## src/design/three_axis_position_pid_macros.svh

```systemverilog
// Assertion macros for the three-axis position PID.
// Included by the top level; assertions vanish when ASSERT_OFF is defined.
`ifndef THREE_AXIS_POSITION_PID_MACROS_SVH
`define THREE_AXIS_POSITION_PID_MACROS_SVH
`ifndef ASSERT_OFF
`define TAPP_ASSERT(lbl, cond, msg) \
  lbl: assert property (@(posedge clk) disable iff (!rst_n) (cond)) else $error(msg);
`define TAPP_ASSERT_NEXT(lbl, ante, cons, msg) \
  lbl: assert property (@(posedge clk) disable iff (!rst_n) (ante) |=> (cons)) \
    else $error(msg);
`else
`define TAPP_ASSERT(lbl, cond, msg)
`define TAPP_ASSERT_NEXT(lbl, ante, cons, msg)
`endif
`endif

```

## src/design/tapp_pkg.sv

```systemverilog
// Shared types and constants of the three-axis position PID.
// No dependencies; imported by every module of the block.
package tapp_pkg;

  localparam int GAIN_BITS  = 8;
  localparam int DIVIDEND_W = 64;
  localparam int DIVISOR_W  = 20;

  localparam logic [16:0] ALPHA_ONE = 17'd65536;

  // Configuration register indexes.
  localparam logic [2:0] CFG_KP    = 3'd0;
  localparam logic [2:0] CFG_KI    = 3'd1;
  localparam logic [2:0] CFG_KD    = 3'd2;
  localparam logic [2:0] CFG_ALPHA = 3'd3;
  localparam logic [2:0] CFG_AWL   = 3'd4;

  // Datapath operations issued by the controller.
  typedef enum logic [3:0] {
    OP_NONE, OP_LOAD, OP_ERR, OP_MF1, OP_MF2, OP_FILT, OP_INT, OP_DLIM,
    OP_CLAMP, OP_MI, OP_MD, OP_DD, OP_SUM, OP_PUBLISH
  } op_t;

  typedef struct packed {
    op_t        op;
    logic [1:0] axis;
  } dp_cmd_t;

  typedef struct packed {
    logic ki_zero;
    logic dt_zero;
    logic div_busy;
  } dp_stat_t;

endpackage

```

## src/design/tapp_ctrl.sv

```systemverilog
// Controller of the three-axis position PID: sequences the datapath per axis.
// Depends on tapp_pkg for the command and status structs.
module tapp_ctrl (
  input  logic               clk,
  input  logic               rst_n,
  input  logic               in_valid,
  input  logic               in_command,
  output logic               in_stall,
  output logic               out_valid,
  input  logic               out_stall,
  input  tapp_pkg::dp_stat_t stat,
  output tapp_pkg::dp_cmd_t  cmd
);
  import tapp_pkg::*;

  typedef enum logic [14:0] {
    S_IDLE     = 15'b000000000000001,
    S_ERR      = 15'b000000000000010,
    S_MF1      = 15'b000000000000100,
    S_MF2      = 15'b000000000001000,
    S_FILT     = 15'b000000000010000,
    S_INT      = 15'b000000000100000,
    S_LIM_GO   = 15'b000000001000000,
    S_LIM_WAIT = 15'b000000010000000,
    S_CLAMP    = 15'b000000100000000,
    S_MI       = 15'b000001000000000,
    S_MD       = 15'b000010000000000,
    S_D_GO     = 15'b000100000000000,
    S_D_WAIT   = 15'b001000000000000,
    S_SUM      = 15'b010000000000000,
    S_DONE     = 15'b100000000000000
  } state_t;

  state_t     state_r, state_nxt;
  logic [1:0] axis_r, axis_nxt;
  logic       out_valid_r, out_valid_nxt;
  logic       out_free;

  assign out_free = !out_valid_r || !out_stall;

  // Next state and the datapath operation of each state.
  always_comb begin
    state_nxt     = state_r;
    axis_nxt      = axis_r;
    out_valid_nxt = out_valid_r && out_stall;
    cmd.op        = OP_NONE;
    cmd.axis      = axis_r;
    unique case (state_r)
      S_IDLE: begin
        if (in_valid) begin
          cmd.op = OP_LOAD;
          if (!in_command) begin
            state_nxt = S_ERR;
            axis_nxt  = 2'd0;
          end
        end
      end
      S_ERR: begin
        cmd.op    = OP_ERR;
        state_nxt = S_MF1;
      end
      S_MF1: begin
        cmd.op    = OP_MF1;
        state_nxt = S_MF2;
      end
      S_MF2: begin
        cmd.op    = OP_MF2;
        state_nxt = S_FILT;
      end
      S_FILT: begin
        cmd.op    = OP_FILT;
        state_nxt = S_INT;
      end
      S_INT: begin
        cmd.op    = OP_INT;
        state_nxt = stat.ki_zero ? S_CLAMP : S_LIM_GO;
      end
      S_LIM_GO: begin
        cmd.op    = OP_DLIM;
        state_nxt = S_LIM_WAIT;
      end
      S_LIM_WAIT: begin
        if (!stat.div_busy) begin
          state_nxt = S_CLAMP;
        end
      end
      S_CLAMP: begin
        cmd.op    = OP_CLAMP;
        state_nxt = S_MI;
      end
      S_MI: begin
        cmd.op    = OP_MI;
        state_nxt = S_MD;
      end
      S_MD: begin
        cmd.op    = OP_MD;
        state_nxt = stat.dt_zero ? S_SUM : S_D_GO;
      end
      S_D_GO: begin
        cmd.op    = OP_DD;
        state_nxt = S_D_WAIT;
      end
      S_D_WAIT: begin
        if (!stat.div_busy) begin
          state_nxt = S_SUM;
        end
      end
      S_SUM: begin
        cmd.op = OP_SUM;
        if (axis_r == 2'd2) begin
          state_nxt = S_DONE;
        end else begin
          axis_nxt  = axis_r + 2'd1;
          state_nxt = S_ERR;
        end
      end
      S_DONE: begin
        if (out_free) begin
          cmd.op        = OP_PUBLISH;
          out_valid_nxt = 1'b1;
          state_nxt     = S_IDLE;
        end
      end
      default: state_nxt = S_IDLE;
    endcase
  end

  always_ff @(posedge clk) begin
    if (!rst_n) begin
      state_r     <= S_IDLE;
      axis_r      <= '0;
      out_valid_r <= 1'b0;
    end else begin
      state_r     <= state_nxt;
      axis_r      <= axis_nxt;
      out_valid_r <= out_valid_nxt;
    end
  end

  assign in_stall  = (state_r != S_IDLE);
  assign out_valid = out_valid_r;

endmodule

```

## config.mk

```make
export PLATFORM = sky130hd
export DESIGN_NAME = tapp_ctrl
export DESIGN_NICKNAME = d
export VERILOG_FILES = /design/src/design/three_axis_position_pid_macros.svh /design/src/design/tapp_pkg.sv /design/src/design/tapp_ctrl.sv
export SDC_FILE = /design/constraint.sdc
export NUM_CORES = 1
export LEC_CHECK = 0
export BUFFER_PORTS_ARGS = -buffer_cell sky130_fd_sc_hd__buf_4
export CAP_MARGIN = 30
export CORE_ASPECT_RATIO = 1.4
export CORE_MARGIN = 2
export CORE_UTILIZATION = 40
export CTS_BUF_LIST = sky130_fd_sc_hd__clkbuf_16
export DETAILED_ROUTE_END_ITERATION = 10
export PLACE_DENSITY = 0.63
export REMOVE_ABC_BUFFERS = 1
export SLEW_MARGIN = 10
export SYNTH_ARGS = -nofsm -noshare
export SYNTH_HDL_FRONTEND = slang
export SYNTH_SLANG_ARGS = --single-unit
```

## constraint.sdc

```tcl
create_clock -name clk -period 3.9 [get_ports clk]
set_clock_uncertainty 0.05 [all_clocks]
set_input_delay 0.39 -clock clk [delete_from_list [all_inputs] [get_ports clk]]
set_output_delay 0.39 -clock clk [all_outputs]
set_load 0.05 [all_outputs]
```

==> run metrics, run 1 <==
status=completed; Vias=1038; commonest non-fill, non-tap cell in the layout=dfxtp_1; clock power share=a little under half; RR Endpoint=state_r[13]$_SDFFE_PN0P_; switch share=between 20% and 30%; antenna violations before repair=0; Slew Limit Fails=0; Pleak=0.516 nW; core area=2640 um^2; Longest Clk Path Bufs=2; worst rel slew slack=64.4%; die height=66.7 um; Area Growth Syn to Fin=16.9%; Num CTS Buffers=3; Root Driver=clkbuf_16; setup TNS=0 ns; Residual DRC=0; DP HPWL=2090 um; critical path startpoint category=flip-flop; P per Cell Area=342 nW/um^2; die area=3250 um^2; GRT overflow=0; antenna-violating nets left=0; Flop pwr share=42.0%; diode count=0; Cell Area, Synth=1120 um^2; max capacitance violation total=0; CTS sink cnt=18; I/O Buffers=15; R2R cell count=5; Final Core Density=between 40% and 50%; Rows=22; synth warn=0; CP Launch Point=state_r[4]$_SDFFE_PN0P_; Max Clk Rate=0.325 GHz; Post-synth ARST share=0%; routed len/inst=about 15 um; DRT Wirelength=2710 um; Synth Register Bits=18; # IOs=16; worst min-delay path class=input port to flip-flop; worst-margin pin slew=0.530 ns; All-Layer GR Usage=approximately 18%; first-pass GRT wire length=4480 um; Switching Power=0.106 mW; hold path start=stat[1]; Power, Total=~0.45 mW; Unique masters post-synth=42; WS Path Type=flip-flop to output pin; most frequent cells in the layout=18 x dfxtp_1, 15 x buf_4, 13 x nand2_1; Synth Flop Type=dfxtp_1; final setup violation count=0; Worst-path clk slew=0.05 ns; setup bufs post-CTS=0; Iter 0 DRT Violations=27; Initial DRT Pass Iterations=4; Seq/Total Area, Yosys=32.1%; Initial Util=between 40 and 50%; Critical path destination=cmd[2]; fin crit share=78.9%; r2r startpoint=state_r[4]$_SDFFE_PN0P_; Worst R2R Setup Slack=1.53 ns; vias per inst=5.67; final hold viol count=0; RSZ-0062 raised after global routing=no; Post-synth EDFFs=0; post-CTS sizing=0; H-tree Lvls=1; largest net degree at the start of global routing=13; RD Place Congestion=~0.85; CTS tree=done; share of post-route cells with drive strength above 1=17.0%; CTS Hold Bufs=0; vias in the first global route=952; Setup crit end kind=output pin; syn_area_per_cell=8.32 um^2; combinational power share=a little under an eighth; Required @ worst endpoint=3.46 ns; Nets=157; crit path time final=between 3 and 4 ns; Critical Path Fanout Max=8; Arr. time, crit path=roughly 2.6 ns; Peak VDD IR=about 0.17 mV; Syn Inst Count=135; Internal Power=0.343 mW; Worst-Skew Late Latency=0.25 ns; Die Span X=48.8 um
[cell usage after synthesis, types with 2 or more instances]
library cell,n,area (um^2)
xnor2_1,2,17.5
a21oi_1,8,40.0
or4b_2,2,20.0
a22oi_1,2,15.0
or4_1,3,22.5
inv_1,3,11.3
buf_6,2,22.5
nor3_1,7,35.0
nand4_1,5,31.3
and3_1,3,18.8
o21ai_1,2,10.0
xor2_1,3,26.3
nor4_1,4,25.0
o21ai_0,3,15.0
nand2_1,13,48.8
and2_1,3,18.8
nand3_1,2,10.0
nand3b_1,4,30.0
nand4b_1,2,17.5
clkbuf_1,3,11.3
or3_1,2,12.5
nor2b_1,2,12.5
nand2b_1,5,31.3
dfxtp_1,18,360
and4b_1,2,20.0
nor4b_1,6,52.6
nor2_1,9,33.8
[state kept, by name (all words and copies together), names as in the netlist]
name,count
state_r,15
axis_r,2
out_valid,1
[logic make-up (layout without fill, tap and decap cells)]
logic type | count (synthesis) | count (layout) | share of synthesized area, %
flip-flops | 18 | 18 | 32.1
AO/OA/AOI/OAI | 23 | 23 | 13.3
AND/OR/NAND/NOR | 77 | 77 | 44.2
buffers and inverters | 11 | 23 | 5.46
adder cells (fa/ha/maj) | 1 | 1 | 1.11
XOR/XNOR | 5 | 5 | 3.90
[power groups by stage]
stage                     sequential [mW]  combinational [mW]  clock, mW
after floorplan                     0.192              0.0360          0
after detailed placement            0.192              0.0530          0
final                               0.189              0.0532      0.207
after global placement              0.192              0.0528          0
after CTS                           0.188              0.0534      0.209
after global routing                0.189              0.0580      0.223
[worst min-delay path by stage]
stage	to	slack, ns	depth (start not counted)
finish	state_r[11]$_SDFFE_PN0P_	0.26	2
CTS	state_r[11]$_SDFFE_PN0P_	0.26	2
floorplan	state_r[11]$_SDFFE_PN0P_	0.42	1
detailed placement	axis_r[0]$_SDFFE_PN0P_	0.43	2
global placement	axis_r[0]$_SDFFE_PN0P_	0.41	2
global route	state_r[11]$_SDFFE_PN0P_	0.27	2
[final cells by class]
cell class / instances / area (um^2)
Clock inverter: 1 / 3.75
Sequential cell: 18 / 360
Multi-Input combinational cell: 106 / 702
Timing Repair Buffer: 15 / 113
Clock buffer: 3 / 75.1
Inverter: 4 / 15.0
Fill cell: 276 / 1330
Tap cell: 36 / 45.0
[through the flow]
step	hold WS [ns]	area (um^2)	instances	setup WS, ns
after floorplan	0.417	1080	128	1.30
after global placement	0.414	1230	179	1.15
after detailed placement	0.429	1230	179	1.15
after CTS	0.263	1310	183	0.857
after global routing	0.266	1310	183	0.646
final	0.259	1310	183	0.824
[routing by layer]
layer  GRT usage, %  wire length, um  vias up  share of wire (%)
li1               -                -      531                  -
met1           21.7             1160      478                 43
met2           31.8             1400       24                 52
met3           4.04              116        5                4.3
met4           6.43               36        0                1.3
met5              0                0        -                  0
[critical path, stage by stage, from the launching register on]
cell,delay [ns]
dfxtp_1,0.37
or4_1,0.75
nor3_1,0.54
and2_1,0.27
nand3b_1,0.15
nand4_1,0.11
buf_4,0.20
Power figures use the tool's default switching activity.
==> inputs of run 2 (changes only) <==
- clock period: 3.9 -> 3.2 ns (I/O delays scaled with it)
==> run 2 against run 1 <==
Effect of this change:
- clock power up 20%
- setup slack worse by 0.60 ns
- via count up 3.6%
- first-iteration DRC count up 48%
- non-clock buffer count up 1
- die area unchanged
- routed wire length up 7.0%
- register-to-register slack worse by 0.72 ns
- cell area up 0.29%
- global-route usage up 1.2 points
- hold slack worse by 0.067 ns
- flip-flop and latch count unchanged
- largest cell class unchanged
==> run metrics, run 2 (synthesis results as in run 1) <==
worst hold margin=0.192 ns (-0.0670 ns); Initial Util=42.5% (unchanged); worst min-delay path class=input port to flip-flop; share of post-route cells with drive strength above 1=17.7% (+0.68 points); worst rel slew slack=62.2% (-2.2 points); Switching Power=0.128 mW (+21%); # IOs=16 (unchanged); Placement Cell Area=1240 um^2 (+0.61%); Critical Path Fanout Max=8 (unchanged); status=completed; GRT overflow=0 (unchanged); Num CTS Buffers=3 (unchanged); final setup violation count=0 (unchanged); CTS sink cnt=18 (unchanged); Area Growth Syn to Fin=17.3%; Internal Power=0.418 mW (+22%); antenna violations before repair=0 (unchanged); routed len/inst=15.8 um (+7.0%); Setup crit end kind=output pin; commonest non-fill, non-tap cell in the layout=dfxtp_1; CTS Hold Bufs=0 (unchanged); Residual DRC=0 (unchanged); RD Place Congestion=0.853 (-0.21%); largest net degree at the start of global routing=13 (unchanged); dpl ws=0.533 ns (-0.614 ns); Iter 0 DRT Violations=40 (+48%); antenna-violating nets left=0 (unchanged); Rows=22 (unchanged); core area=2640 um^2 (unchanged); switch share=23.4% (-0.19 points); die area=3250 um^2 (unchanged); CTS tree=done; Final Core Density=49.9% (+0.14 points); max capacitance violation total=0 (unchanged); P per Cell Area=414 nW/um^2 (+21%); Vias=1075 (+3.6%); vias per inst=5.87 (+3.6%); RSZ-0062 raised after global routing=no; H-tree Lvls=1 (unchanged); Nets=158 (+0.64%); worst-margin pin slew=0.563 ns (+0.0327 ns); DRT Wirelength=2900 um (+7.0%); setup bufs post-CTS=0 (unchanged); Die Span X=48.8 um (unchanged); WS Path Type=flip-flop to output pin; Required @ worst endpoint=2.83 ns (-0.63 ns); Worst-path clk slew=0.05 ns (about the same); max reg flops=15 (unchanged); All-Layer GR Usage=19.4% (+1.2 points); Arr. time, crit path=2.60 ns (-0.04 ns); first-pass GRT wire length=4830 um (+7.9%); die height=66.7 um (unchanged); fin crit share=slightly above 90%; vias in the first global route=1050 (+10%); Root Driver=clkbuf_16; crit path time final=roughly 3.0 ns; Peak VDD IR=0.224 mV (+34%); combinational power share=12.3% (+0.4 points); final worst slack=0.227 ns (-0.596 ns); Worst-Skew Late Latency=0.25 ns (about the same); diode count=0 (unchanged); I/O Buffers=15 (unchanged); Slew Limit Fails=0 (unchanged); clock power share=45.5% (-0.6 points); Final Cell Area=1320 um^2 (+0.29%); critical path startpoint category=flip-flop; Max Clk Rate=0.336 GHz; Largest Register=state_r; Pleak=0.520 nW (+0.72%); DP HPWL=2170 um (+3.8%); setup TNS=0 ns (unchanged); most frequent cells in the layout=18 x dfxtp_1, 16 x buf_4, 13 x nand2_1; Initial DRT Pass Iterations=4 (unchanged); FILL cells=268 (-2.9%); Longest Clk Path Bufs=2 (unchanged); post-CTS sizing=0 (unchanged); final hold viol count=0 (unchanged); Flop pwr share=42.2% (+0.2 points)
run 2: critical path, cell delays in order, from the launching register on:
cell	delay (ns)
dfxtp_1	0.37
or4_1	0.70
nor3_1	0.56
a21boi_0	0.28
a221oi_1	0.09
nand4_1	0.14
buf_4	0.20
run 2: stage by stage:
stage / cells / power (mW)
floorplan: 128 / 0.277
finish: 183 / 0.545
global placement: 180 / 0.301
detailed placement: 180 / 0.301
CTS: 183 / 0.547
global route: 183 / 0.562
run 2: routing by layer:
metal  vias to the layer above  wire, um  GRT usage (%)
li1                        529         -              -
met1                       512      1180           20.4
met2                        29      1540           37.0
met3                         5       145           3.36
met4                         0        37           9.29
met5                         -         0              0
run 2: path summary, 6_finish.rpt:
| check | to | cells after the start | slack [ns] | start |
|---|---|---|---|---|
| worst max-delay path | cmd[2] | 6 | 0.23 | state_r[10]$_SDFFE_PN0P_ |
| worst min-delay path | state_r[11]$_SDFFE_PN0P_ | 2 | 0.19 | stat[1] |
| worst max register to register | state_r[12]$_SDFFE_PN0P_ | 5 | 0.81 | state_r[4]$_SDFFE_PN0P_ |
| worst min register to register | axis_r[0]$_SDFFE_PN0P_ | 2 | 0.42 | axis_r[0]$_SDFFE_PN0P_ |
run 2: area by class of cell:
cell class	count	area [um^2]	area share, %
Multi-Input combinational cell	106	702	53.3
Clock buffer	3	75.1	5.70
Sequential cell	18	360	27.4
Timing Repair Buffer	16	120	9.12
Tap cell	36	45.0	3.42
Inverter	4	15.0	1.14
run 2: power by group through the flow:
stage	clock, mW	combinational [mW]	sequential, mW
2_1_floorplan	0	0.0439	0.234
3_3_place_gp	0	0.0665	0.235
3_5_place_dp	0	0.0663	0.235
4_1_cts	0.250	0.0673	0.230
5_1_grt	0.258	0.0734	0.230
6_report	0.248	0.0674	0.230
==> inputs of run 3 (changes only) <==
- CTS_BUF_LIST: sky130_fd_sc_hd__clkbuf_16 -> sky130_fd_sc_hd__clkbuf_2
==> run 3 against run 2 <==
Effect of this change:
- first-iteration DRC count is 25% lower
- count of clock-buffer cells in the layout unchanged
- power down 28%
- cell area is 4.6% lower
- global-route usage fell by 0.62 points
- via count shrank 0.37%
- largest cell class unchanged
- non-clock buffer count unchanged
- sequential share of layout area rose by 1.3 points
- highest routed layer unchanged
- largest power group is now registers
==> run metrics, run 3 (synthesis results as in run 1) <==
H-tree Lvls=1 (unchanged); vias in the first global route=1045 (-0.48%); share of post-route cells with drive strength above 1=17.7% (unchanged); GRT overflow=0 (unchanged); max reg flops=15 (unchanged); CTS Hold Bufs=0 (unchanged); WS Path Type=flip-flop to output pin; I/O Buffers=15 (unchanged); worst rel slew slack=62.9% (+0.74 points); Vias=1071 (-0.37%); Critical Path Fanout Max=8 (unchanged); RD Place Congestion=0.853 (unchanged); Worst-path clk slew=0.15 ns (+0.10 ns); crit path time final=3.03 ns (+0.0536 ns); P per Cell Area=313 nW/um^2 (-24%); final hold viol count=0 (unchanged); post-CTS sizing=0 (unchanged); setup bufs post-CTS=0 (unchanged); CTS tree=done; All-Layer GR Usage=18.8% (-0.62 points); core area=2640 um^2 (unchanged); Initial DRT Pass Iterations=4 (unchanged); Iter 0 DRT Violations=30 (-25%); commonest non-fill, non-tap cell in the layout=dfxtp_1; routed len/inst=15.3 um (-3.3%); Placed Instances=180 (unchanged); Area Growth Syn to Fin=11.9%; Peak VDD IR=0.191 mV (-15%); Rows=22 (unchanged); critical path startpoint category=flip-flop; Slew Limit Fails=0 (unchanged); die area=3250 um^2 (unchanged); vias per inst=5.85 (-0.37%); die height=66.7 um (unchanged); Worst-Skew Late Latency=0.32 ns (+0.07 ns); Longest Clk Path Bufs=2 (unchanged); status=completed; Root Driver=clkbuf_2; final setup violation count=0 (unchanged); final cell count without fillers=183 (unchanged); # IOs=16 (unchanged); Max Clk Rate=0.330 GHz (-1.8%); Required @ worst endpoint=2.83 ns (about the same); Nets=158 (unchanged); setup TNS=0 ns (unchanged); largest net degree at the start of global routing=13 (unchanged); Initial Util=42.5% (unchanged); DRT Wirelength=2800 um (-3.3%); fin crit share=94.6% (+1.7 points); Num CTS Buffers=3 (unchanged); first-pass GRT wire length=4660 um (-3.4%); DP HPWL=2170 um (unchanged); Setup crit end kind=output pin; diode count=0 (unchanged); RSZ-0062 raised after global routing=no; worst min-delay path class=input port to flip-flop; Pleak=0.496 nW (-4.7%); Arr. time, crit path=2.66 ns (+0.06 ns); max capacitance violation total=0 (unchanged); most frequent cells in the layout=18 x dfxtp_1, 16 x buf_4, 13 x nand2_1; Residual DRC=0 (unchanged); CTS sink cnt=18 (unchanged); Largest Register=state_r; worst-margin pin slew=0.552 ns (-0.0111 ns); antenna-violating nets left=0 (unchanged); antenna violations before repair=0 (unchanged); Die Span X=48.8 um (unchanged); worst hold margin=0.123 ns (-0.0683 ns)
run 3: cell type report:
| class | instances | area, um^2 |
|---|---|---|
| clock buffers | 3 | 15.0 |
| inverters | 4 | 15.0 |
| flip-flops and latches | 18 | 360 |
| fillers | 283 | 1390 |
| well taps | 36 | 45.0 |
| repair buffers | 16 | 120 |
| multi-input cells | 106 | 702 |
run 3: worst paths after layout:
kind              cells past startpoint  slack (ns)                     start                       end
hold reg to reg                       2        0.44    axis_r[0]$_SDFFE_PN0P_    axis_r[0]$_SDFFE_PN0P_
hold / removal                        2        0.12                   stat[1]  state_r[11]$_SDFFE_PN0P_
setup / recovery                      6        0.17  state_r[10]$_SDFFE_PN0P_                    cmd[2]
setup reg to reg                      5        0.77   state_r[4]$_SDFFE_PN0P_  state_r[12]$_SDFFE_PN0P_
run 3: power by group:
part / total, mW / leakage, nW / internal, mW / switching (mW)
logic: 0.0665 / 0.338 / 0.0270 / 0.0395
clock network: 0.0971 / 0.0125 / 0.0256 / 0.0715
registers: 0.230 / 0.145 / 0.226 / 0.00370
total: 0.394 / 0.496 / 0.279 / 0.115
run 3: worst max-delay path, stage by stage, from the launching register on:
cell	delay, ns
dfxtp_1	0.41
or4_1	0.69
nor3_1	0.55
a21boi_0	0.28
a221oi_1	0.09
nand4_1	0.13
buf_4	0.20
run 3: through the flow:
stage                     utilization, %  total power, mW  setup WS, ns  area, um^2
final                               47.6            0.394         0.174        1260
after global routing                47.6            0.411      0.000808        1260
after CTS                           47.6            0.395         0.167        1260
after detailed placement            47.0            0.301         0.533        1240
after global placement              47.0            0.301         0.634        1240
after floorplan                        -            0.277         0.672        1080
run 3: routing by layer:
| layer | wire [um] | up-vias | track usage [%] |
|---|---|---|---|
| met5 | 0 | - | 0 |
| met4 | 72 | 0 | 9.29 |
| met3 | 97 | 6 | 3.36 |
| met2 | 1410 | 20 | 35.6 |
| met1 | 1220 | 513 | 19.7 |
| li1 | - | 532 | - |
